[config.mk]
export PLATFORM = sky130hd
export DESIGN_NAME = acb_fifo
export DESIGN_NICKNAME = d
export VERILOG_FILES = /design/src/acb_pkg.sv /design/src/acb_fifo.sv
export SDC_FILE = /design/constraint.sdc
export NUM_CORES = 1
export LEC_CHECK = 0
export ABC_CLOCK_PERIOD_IN_PS = 4700
export BUFFER_PORTS_ARGS = -buffer_cell sky130_fd_sc_hd__buf_2
export CAP_MARGIN = 20
export CORE_MARGIN = 3
export CORE_UTILIZATION = 57
export CTS_CLUSTER_SIZE = 25
export DETAILED_ROUTE_END_ITERATION = 7
export PLACE_DENSITY = 0.86
export SYNTH_ARGS = -nofsm -noshare
export SYNTH_HDL_FRONTEND = slang
export SYNTH_SLANG_ARGS = --single-unit
[constraint.sdc]
create_clock -name clk -period 4.7 [get_ports clk]
set_clock_uncertainty 0.1 [all_clocks]
set_input_delay 0.94 -clock clk [delete_from_list [all_inputs] [get_ports clk]]
set_output_delay 0.94 -clock clk [all_outputs]
set_load 0.02 [all_outputs]
[src/acb_pkg.sv]
// shared types, widths and register codes for the affine coordinate hash bin
`default_nettype none

package acb_pkg;

    localparam int MAX_GRID_SIDE = 64;

    localparam int IN_W      = 16;
    localparam int DIFF_W    = IN_W + 1;
    localparam int PROD_W    = DIFF_W + IN_W;
    localparam int DET_W     = 2 * IN_W + 1;
    localparam int NUM_W     = PROD_W + 1;
    localparam int FRAC_BITS = 8;
    localparam int QBITS     = 18;
    localparam int COORD_W   = QBITS;
    localparam int OUT_W     = 16;
    localparam int N_W       = NUM_W + FRAC_BITS;
    localparam int D_W       = DET_W;
    localparam int CMP_W     = D_W + QBITS;

    localparam int GRID_CFG_W = 7;
    localparam int SIDE_W     = $clog2(MAX_GRID_SIDE + 1);
    localparam int IDX_W      = (MAX_GRID_SIDE > 1) ? $clog2(MAX_GRID_SIDE) : 1;
    localparam int RANGE_W    = 16;
    localparam int MW         = RANGE_W + SIDE_W;
    localparam int GCMP_W     = MW + IDX_W;
    localparam int BIN_W      = 2 * SIDE_W + 1;
    localparam int BIN_OUT_W  = 12;
    localparam int BIN_MAX    = 4095;

    localparam int FIFO_DEPTH = 4;
    localparam int FIFO_AW    = $clog2(FIFO_DEPTH);

    localparam int CFG_IDX_W  = 3;
    localparam int CFG_DATA_W = 16;

    localparam logic [CFG_IDX_W-1:0] REG_RANGE_MIN_X = 3'd0;
    localparam logic [CFG_IDX_W-1:0] REG_RANGE_MAX_X = 3'd1;
    localparam logic [CFG_IDX_W-1:0] REG_RANGE_MIN_Y = 3'd2;
    localparam logic [CFG_IDX_W-1:0] REG_RANGE_MAX_Y = 3'd3;
    localparam logic [CFG_IDX_W-1:0] REG_GRID_WIDTH  = 3'd4;
    localparam logic [CFG_IDX_W-1:0] REG_GRID_HEIGHT = 3'd5;

    typedef struct packed {
        logic signed [DET_W-1:0] det;
        logic signed [NUM_W-1:0] nu;
        logic signed [NUM_W-1:0] nv;
    } acb_item_t;

    typedef struct packed {
        logic signed [RANGE_W-1:0] min_x;
        logic signed [RANGE_W-1:0] max_x;
        logic signed [RANGE_W-1:0] min_y;
        logic signed [RANGE_W-1:0] max_y;
        logic [GRID_CFG_W-1:0]     grid_w;
        logic [GRID_CFG_W-1:0]     grid_h;
    } acb_cfg_t;

endpackage

`default_nettype wire

[src/acb_fifo.sv]
// short queue between front end and division back end
`default_nettype none

module acb_fifo (
    input  wire logic               clk,
    input  wire logic               rst_n,
    input  wire logic               push,
    input  wire acb_pkg::acb_item_t push_item,
    output logic                    full,
    input  wire logic               pop,
    output acb_pkg::acb_item_t      head,
    output logic                    empty
);

    acb_pkg::acb_item_t mem [acb_pkg::FIFO_DEPTH];

    logic [acb_pkg::FIFO_AW-1:0] wr_ptr_reg, wr_ptr_next;
    logic [acb_pkg::FIFO_AW-1:0] rd_ptr_reg, rd_ptr_next;
    logic [acb_pkg::FIFO_AW:0]   count_reg, count_next;

    assign full  = (count_reg == (acb_pkg::FIFO_AW + 1)'(acb_pkg::FIFO_DEPTH));
    assign empty = (count_reg == '0);
    assign head  = mem[rd_ptr_reg];

    always_comb
    begin
        wr_ptr_next = push ? wr_ptr_reg + 1'b1 : wr_ptr_reg;
        rd_ptr_next = pop ? rd_ptr_reg + 1'b1 : rd_ptr_reg;
        count_next  = count_reg;
        if (push && !pop)
        begin
            count_next = count_reg + 1'b1;
        end
        else if (pop && !push)
        begin
            count_next = count_reg - 1'b1;
        end
    end

    always_ff @(posedge clk or negedge rst_n)
    begin
        if (!rst_n)
        begin
            wr_ptr_reg <= '0;
            rd_ptr_reg <= '0;
            count_reg  <= '0;
        end
        else
        begin
            wr_ptr_reg <= wr_ptr_next;
            rd_ptr_reg <= rd_ptr_next;
            count_reg  <= count_next;
        end
    end

    always_ff @(posedge clk)
    begin
        if (push)
        begin
            mem[wr_ptr_reg] <= push_item;
        end
    end

`ifndef ASSERT_OFF
    a_count_bound: assert property (@(posedge clk) disable iff (!rst_n)
        count_reg <= (acb_pkg::FIFO_AW + 1)'(acb_pkg::FIFO_DEPTH))
        else $error("queue count above depth");
    a_no_overflow: assert property (@(posedge clk) disable iff (!rst_n)
        !(push && full))
        else $error("push into full queue");
    a_no_underflow: assert property (@(posedge clk) disable iff (!rst_n)
        !(pop && empty))
        else $error("pop from empty queue");
`endif

endmodule

`default_nettype wire

==> results of run 1 <==
## area by class of cell
cell class / instances / area [um2] / share of cell area
flip-flops and latches: 411 / 12300 / 0.698
multi-input cells: 124 / 2480 / 0.141
repair buffers: 214 / 1160 / 0.0660
clock buffers: 49 / 1080 / 0.0610
well taps: 330 / 413 / 0.0234
clock inverters: 23 / 154 / 0.00873
inverters: 4 / 15.0 / 0.000851
diodes: 6 / 15.0 / 0.000851
## power groups by stage
| stage | logic (W) | registers (W) | clock network (W) |
|---|---|---|---|
| floorplan | 0.00266 | 0.00503 | 0 |
| finish | 0.00344 | 0.00509 | 0.00293 |
| detailed placement | 0.00351 | 0.00517 | 0 |
| global placement | 0.00348 | 0.00512 | 0 |
| global route | 0.00368 | 0.00515 | 0.00317 |
| CTS | 0.00353 | 0.00510 | 0.00301 |
## how the worst max path moves through the flow
stage,startpoint,end,cells after the start
finish,rd_ptr_reg[0],head[56],3
detailed placement,rd_ptr_reg[0],head[56],3
global placement,rd_ptr_reg[0],head[51],3
floorplan,push,mem[1][0],1
CTS,rd_ptr_reg[0],head[56],3
global route,rd_ptr_reg[0],head[56],3
## per-stage QoR
| step | total power, W | instances | setup WS [ns] | utilization | hold slack (ns) |
|---|---|---|---|---|---|
| CTS | 0.0116 | 1155 | 1.04 | 0.690 | 0.153 |
| detailed placement | 0.00869 | 1083 | 1.60 | 0.642 | 0.424 |
| floorplan | 0.00769 | 562 | 0.858 | - | 0.356 |
| global route | 0.0120 | 1159 | 0.923 | 0.690 | 0.149 |
| finish | 0.0115 | 1161 | 1.13 | 0.690 | 0.171 |
| global placement | 0.00860 | 1083 | 1.62 | 0.642 | 0.371 |
## worst register-to-register path, delay by kind of cell, from the launching register on
family | cells | cell delay (ns)
simple gates | 1 | 0.67
buf+inv | 2 | 0.47
flops | 1 | 0.40
fa+ha+maj | 1 | 0.15
## cell usage after synthesis
master | instances | area, um2
and2_1 | 4 | 25.0
ha_1 | 5 | 62.6
inv_1 | 4 | 15.0
fa_1 | 1 | 20.0
edfxtp_1 | 404 | 12100
mux2_2 | 1 | 11.3
buf_4 | 3 | 22.5
nor3_1 | 1 | 5.00
dfrtp_1 | 7 | 175
buf_2 | 9 | 45.0
xor2_1 | 4 | 35.0
clkbuf_1 | 2 | 7.51
nor2_1 | 1 | 3.75
o21ai_0 | 1 | 5.00
buf_6 | 1 | 11.3
buf_12 | 7 | 140
nor3b_1 | 1 | 7.51
nand2_1 | 2 | 7.51
xnor2_1 | 2 | 17.5
buf_8 | 1 | 15.0
mux4_2 | 101 | 2270
## routing by layer
| layer | vias to the layer above | track usage | wire length, um |
|---|---|---|---|
| met1 | 3464 | 0.259 | 10300 |
| met4 | 2 | 0.0633 | 617 |
| met5 | - | 0 | 13 |
| met2 | 244 | 0.327 | 14100 |
| li1 | 2900 | - | - |
| met3 | 45 | 0.0380 | 1670 |
## kinds of logic (layout without fill, tap and decap cells)
logic type / after synthesis / after routing / share of synthesized area
and+or+nand+nor: 9 / 9 / 0.00324
AOI/OAI and AO/OA: 1 / 1 / 0.000332
xor gates and xnor gates: 6 / 6 / 0.00349
buffers and inverters: 27 / 290 / 0.0171
DFF: 411 / 411 / 0.818
other: 0 / 6 / 0
adders and majority gates: 6 / 6 / 0.00549
muxes: 102 / 102 / 0.152
## placed cells by master, fill, tap and decap left out, drive strengths merged
master | synthesis | routed
edfxtp | 404 | 404
buf | 21 | 214
mux4 | 101 | 101
clkbuf | 2 | 49
clkinv | 0 | 21
dfrtp | 7 | 7
diode | 0 | 6
ha | 5 | 5
inv | 4 | 4
and2 | 4 | 4
xor2 | 4 | 4
xnor2 | 2 | 2
nand2 | 2 | 2
bufinv | 0 | 2
nor3 | 1 | 1
nor3b | 1 | 1
mux2 | 1 | 1
o21ai | 1 | 1
nor2 | 1 | 1
fa | 1 | 1
==> impl_metrics.py, run 1 <==
metrics = {
    "outcome": {
        "outcome": "finished, final reports clean",
    },
    "timing": {
        "slew_headroom": 0.452,
        "max_freq_ghz": 0.280,
        "rsz0062_at_grt": "false",
        "post-route-min-period_ns": 3.57,
        "setup_viol": 0,
        "slew_viol_final": 0,
        "worst_pin_slew_ns": 0.822,
        "fin_setup_tns_ns": 0,
        "min_period_over_period": 0.760,
        "hold_viol": 0,
    },
    "clocking": {
        "cts.path.max_buffers": 3,
        "cts_tree": "done",
        "post_cts_buffers": 0,
        "holdBufCountCts": 0,
        "htreeDepth": 2,
        "clk_latency_ns": 0.50,
        "numCtsBuffers": 40,
        "clkTransAtPathRegs_ns": 0.06,
        "cts_resized": 0,
        "clock-sinks": 411,
        "cts-root-buf": "clkbuf_16",
    },
    "pwr": {
        "seqPwrFrac": 0.444,
        "pwr-share-clk": 0.256,
        "swShare": 0.306,
        "p_int_w": 0.00795,
        "p_per_area_mw_per_mm2": 650,
        "ir_drop_v": 0.000430,
        "power_switching_w": 0.00351,
        "leakagePower_nw": 6.03,
        "pwr-share-comb": 0.300,
    },
    "synth": {
        "syn-mean-instance-area_um2": 26.8,
        "syn-instance-count": 562,
        "ys_warn_count": 0,
        "ys_seq_area_frac": 0.818,
        "ys_ff_latch": 411,
        "ys_types": 21,
        "synth_area_mm2": 0.0150,
        "syn-num-nets": 673,
    },
    "detailed_routing": {
        "via_per_inst": 5.73,
        "first_pass_iters": 5,
        "vias": 6655,
        "wl_mm": 26.7,
        "drtAntennaViolNets": 0,
        "drt_iter0_markers": 505,
        "routedWlPerCell_um": 23.0,
        "drc": 0,
    },
    "global_route": {
        "first_global_vias": 7363,
        "grt_pass1_wl_mm": 41.8,
        "grt_usage": 0.194,
        "grt-ovfl-total": 0,
        "antenna_found_initial": 5,
        "grt_max_degree": 65,
    },
    "floorplan": {
        "rows": 58,
        "die_w_um": 168,
        "pin_count": 208,
        "core_area_mm2": 0.0255,
        "initial_core_util": 0.589,
        "die_h_um": 168,
        "dieArea_mm2": 0.0284,
    },
    "worst_hold_path": {
        "hp-class": "input port to async pin",
    },
    "setup_path": {
        "critPathArrivalTime_ns": 2.53,
        "cp_num_buf_inv": 2,
        "crit_slowest_cell": "dfrtp_4",
        "worstPathCellList": "buf_4, mux4_2, buf_2",
        "cp_data_required_time_ns": 3.66,
        "cp-end-kind": "primary output",
        "critPathMaxStageDelay_ns": 0.71,
        "rr_endpoint": "mem[1][85]",
        "regToRegStartpoint": "wr_ptr_reg[1]",
        "critPathLaunchType": "flop",
        "critical_path_class": "flop to primary output",
        "critical-path-top-delay-family": "flip-flops",
        "reg2regPathDepth": 4,
        "rrSetupSlack_ns": 2.51,
        "crit_fanout": 25,
    },
    "layout": {
        "drive_gt1_frac": 0.456,
        "fillers": 1573,
        "syn_to_final_growth_pct": 17.3,
        "largest_register_ffs": 404,
        "fin_nets": 906,
        "stdcell_area_mm2": 0.0176,
    },
    "placed_design": {
        "gp_congestion": 0.724,
        "placed_area_mm2": 0.0164,
        "dp_hpwl_mm": 16.3,
        "portBuffers": 207,
    },
    "flow_run": {
        "drv_cap": 0,
    },
}
(Power assumes the default switching activity.)
==> inputs of run 2 (changes only) <==
--- a/config.mk
+++ b/config.mk
@@ -5,14 +5,14 @@
 export SDC_FILE = /design/constraint.sdc
 export NUM_CORES = 1
 export LEC_CHECK = 0
-export ABC_CLOCK_PERIOD_IN_PS = 4700
+export ABC_CLOCK_PERIOD_IN_PS = 2900
 export BUFFER_PORTS_ARGS = -buffer_cell sky130_fd_sc_hd__buf_2
 export CAP_MARGIN = 20
 export CORE_MARGIN = 3
-export CORE_UTILIZATION = 57
+export CORE_UTILIZATION = 51
 export CTS_CLUSTER_SIZE = 25
 export DETAILED_ROUTE_END_ITERATION = 7
-export PLACE_DENSITY = 0.86
+export PLACE_DENSITY = 0.82
 export SYNTH_ARGS = -nofsm -noshare
 export SYNTH_HDL_FRONTEND = slang
 export SYNTH_SLANG_ARGS = --single-unit
==> constraint.sdc (replaced) <==
create_clock -name clk -period 2.9 [get_ports clk]
set_clock_uncertainty 0.1 [all_clocks]
set_input_delay 0.58 -clock clk [delete_from_list [all_inputs] [get_ports clk]]
set_output_delay 0.58 -clock clk [all_outputs]
set_load 0.02 [all_outputs]
==> impl_metrics.py, run 2 (synthesis results as in run 1) <==
metrics = {
    "outcome": {
        "outcome": "finished, final reports clean",
    },
    "setup_path": {
        "cp-end-kind": "primary output",
        "critPathArrivalTime_ns": 2.09,
        "reg2regPathDepth": 4,
        "crit_slowest_cell": "mux4_2",
        "cp_data_required_time_ns": 2.22,
        "crit_fanout": 28,
        "rr_endpoint": "mem[2][35]",
        "critPathMaxStageDelay_ns": 0.56,
        "regToRegStartpoint": "wr_ptr_reg[0]",
        "critical_path_class": "flop to primary output",
        "worstPathCellList": "buf_12, mux4_2, buf_2",
        "rrSetupSlack_ns": 1.04,
        "critPathLaunch": "rd_ptr_reg[0]",
        "critPathLaunchType": "flop",
    },
    "timing": {
        "max_freq_ghz": 0.361,
        "worst_pin_slew_ns": 0.422,
        "post-route-min-period_ns": 2.77,
        "fin_ws_ns": 0.128,
        "fin_hold_ws_ns": 0.161,
        "rsz0062_at_grt": "false",
        "min_period_over_period": 0.956,
        "setup_viol": 0,
        "fin_setup_tns_ns": 0,
        "slew_headroom": 0.719,
        "hold_viol": 0,
        "slew_viol_final": 0,
    },
    "detailed_routing": {
        "drtAntennaViolNets": 0,
        "drt_iter0_markers": 451,
        "vias": 6748,
        "wl_mm": 28.1,
        "drc": 0,
        "routedWlPerCell_um": 22.9,
        "first_pass_iters": 5,
        "via_per_inst": 5.50,
    },
    "pwr": {
        "swShare": 0.311,
        "ir_drop_v": 0.000552,
        "power_switching_w": 0.00593,
        "seqPwrFrac": 0.427,
        "pwr-share-clk": 0.257,
        "p_int_w": 0.0131,
        "leakagePower_nw": 6.13,
        "p_per_area_mw_per_mm2": 1060,
        "pwr-share-comb": 0.316,
    },
    "placed_design": {
        "placed_area_mm2": 0.0166,
        "dp_hpwl_mm": 16.6,
        "dp_slack_ns": 0.468,
        "portBuffers": 207,
        "gp_congestion": 0.680,
    },
    "clocking": {
        "clkTransAtPathRegs_ns": 0.06,
        "cts-root-buf": "clkbuf_16",
        "clk_latency_ns": 0.52,
        "htreeDepth": 2,
        "cts_tree": "done",
        "numCtsBuffers": 42,
        "cts.path.max_buffers": 3,
        "cts_resized": 0,
        "clock-sinks": 411,
    },
    "floorplan": {
        "core_area_mm2": 0.0289,
        "initial_core_util": 0.521,
        "rows": 62,
        "pin_count": 208,
        "die_w_um": 178,
        "dieArea_mm2": 0.0316,
        "die_h_um": 178,
    },
    "worst_hold_path": {
        "hold_start": "push_item[91]",
        "min_to": "mem[3][91]",
        "hp-class": "input port to flop",
        "hold_depth": 1,
    },
    "flow_run": {
        "drv_cap": 0,
    },
    "layout": {
        "layout.cells.most_common_list": "404 x edfxtp_1, 207 x buf_2, 101 x mux4_2",
        "fillers": 1965,
        "largest_register_ffs": 404,
        "syn_to_final_growth_pct": 19.3,
        "final_common_cell": "edfxtp_1",
        "stdcell_area_mm2": 0.0179,
        "fin_nets": 922,
        "drive_gt1_frac": 0.465,
    },
    "global_route": {
        "grt_usage": 0.182,
        "grt_pass1_wl_mm": 42.9,
        "grt_max_degree": 57,
        "first_global_vias": 7241,
        "antenna_found_initial": 7,
        "grt-ovfl-total": 0,
    },
}
[run 2: power by group through the flow]
stage,clock (W),sequential (W),combinational (W)
floorplan,0,0.00808,0.00432
global placement,0,0.00822,0.00598
detailed placement,0,0.00829,0.00605
CTS,0.00501,0.00814,0.00617
global route,0.00525,0.00822,0.00642
finish,0.00489,0.00812,0.00602
[run 2: stage by stage]
| step | instances | total power, W | util |
|---|---|---|---|
| after floorplan | 562 | 0.0124 | - |
| after global placement | 1146 | 0.0142 | 0.577 |
| after detailed placement | 1146 | 0.0143 | 0.577 |
| after CTS | 1225 | 0.0193 | 0.621 |
| after global routing | 1227 | 0.0199 | 0.621 |
| final | 1228 | 0.0190 | 0.622 |
[run 2: worst max path at each step]
stage / to / slack (ns) / cells after the start
final: head[2] / 0.13 / 3
after global placement: head[28] / 0.47 / 3
after floorplan: mem[2][0] / 0.49 / 3
after CTS: head[2] / 0.07 / 3
after global routing: head[28] / 0.02 / 3
after detailed placement: head[28] / 0.47 / 3
[run 2: layer usage]
layer  track usage  part of all wire  up-vias  routed length, um
met5             0            0.0016        -                 46
met4        0.0533             0.022        8                613
met3        0.0449             0.067       51               1890
met2         0.304              0.51      245              14400
met1         0.240              0.40     3506              11100
li1              -                 -     2938                  -
[run 2: cell type report]
cell class | instances | area (um2) | area share
multi-input cells | 124 | 2480 | 0.139
repair buffers | 228 | 1380 | 0.0771
clock inverters | 22 | 141 | 0.00788
well taps | 384 | 480 | 0.0268
inverters | 4 | 15.0 | 0.000837
diodes | 3 | 7.51 | 0.000419
flip-flops and latches | 411 | 12300 | 0.687
clock buffers | 52 | 1110 | 0.0619
[run 2: what timing repair did]
item | in CTS | in global routing
hold buffers | 1 | 0
setup endpoints to repair | 78 | 0
hold endpoints to repair | 7 | 0
buffers inserted | 4 | 0
[run 2: critical path, delay by kind of cell (launching register included)]
family,cells,cell delay (ns)
buffers and inverters,2,0.47
DFF,1,0.54
muxes,1,0.56
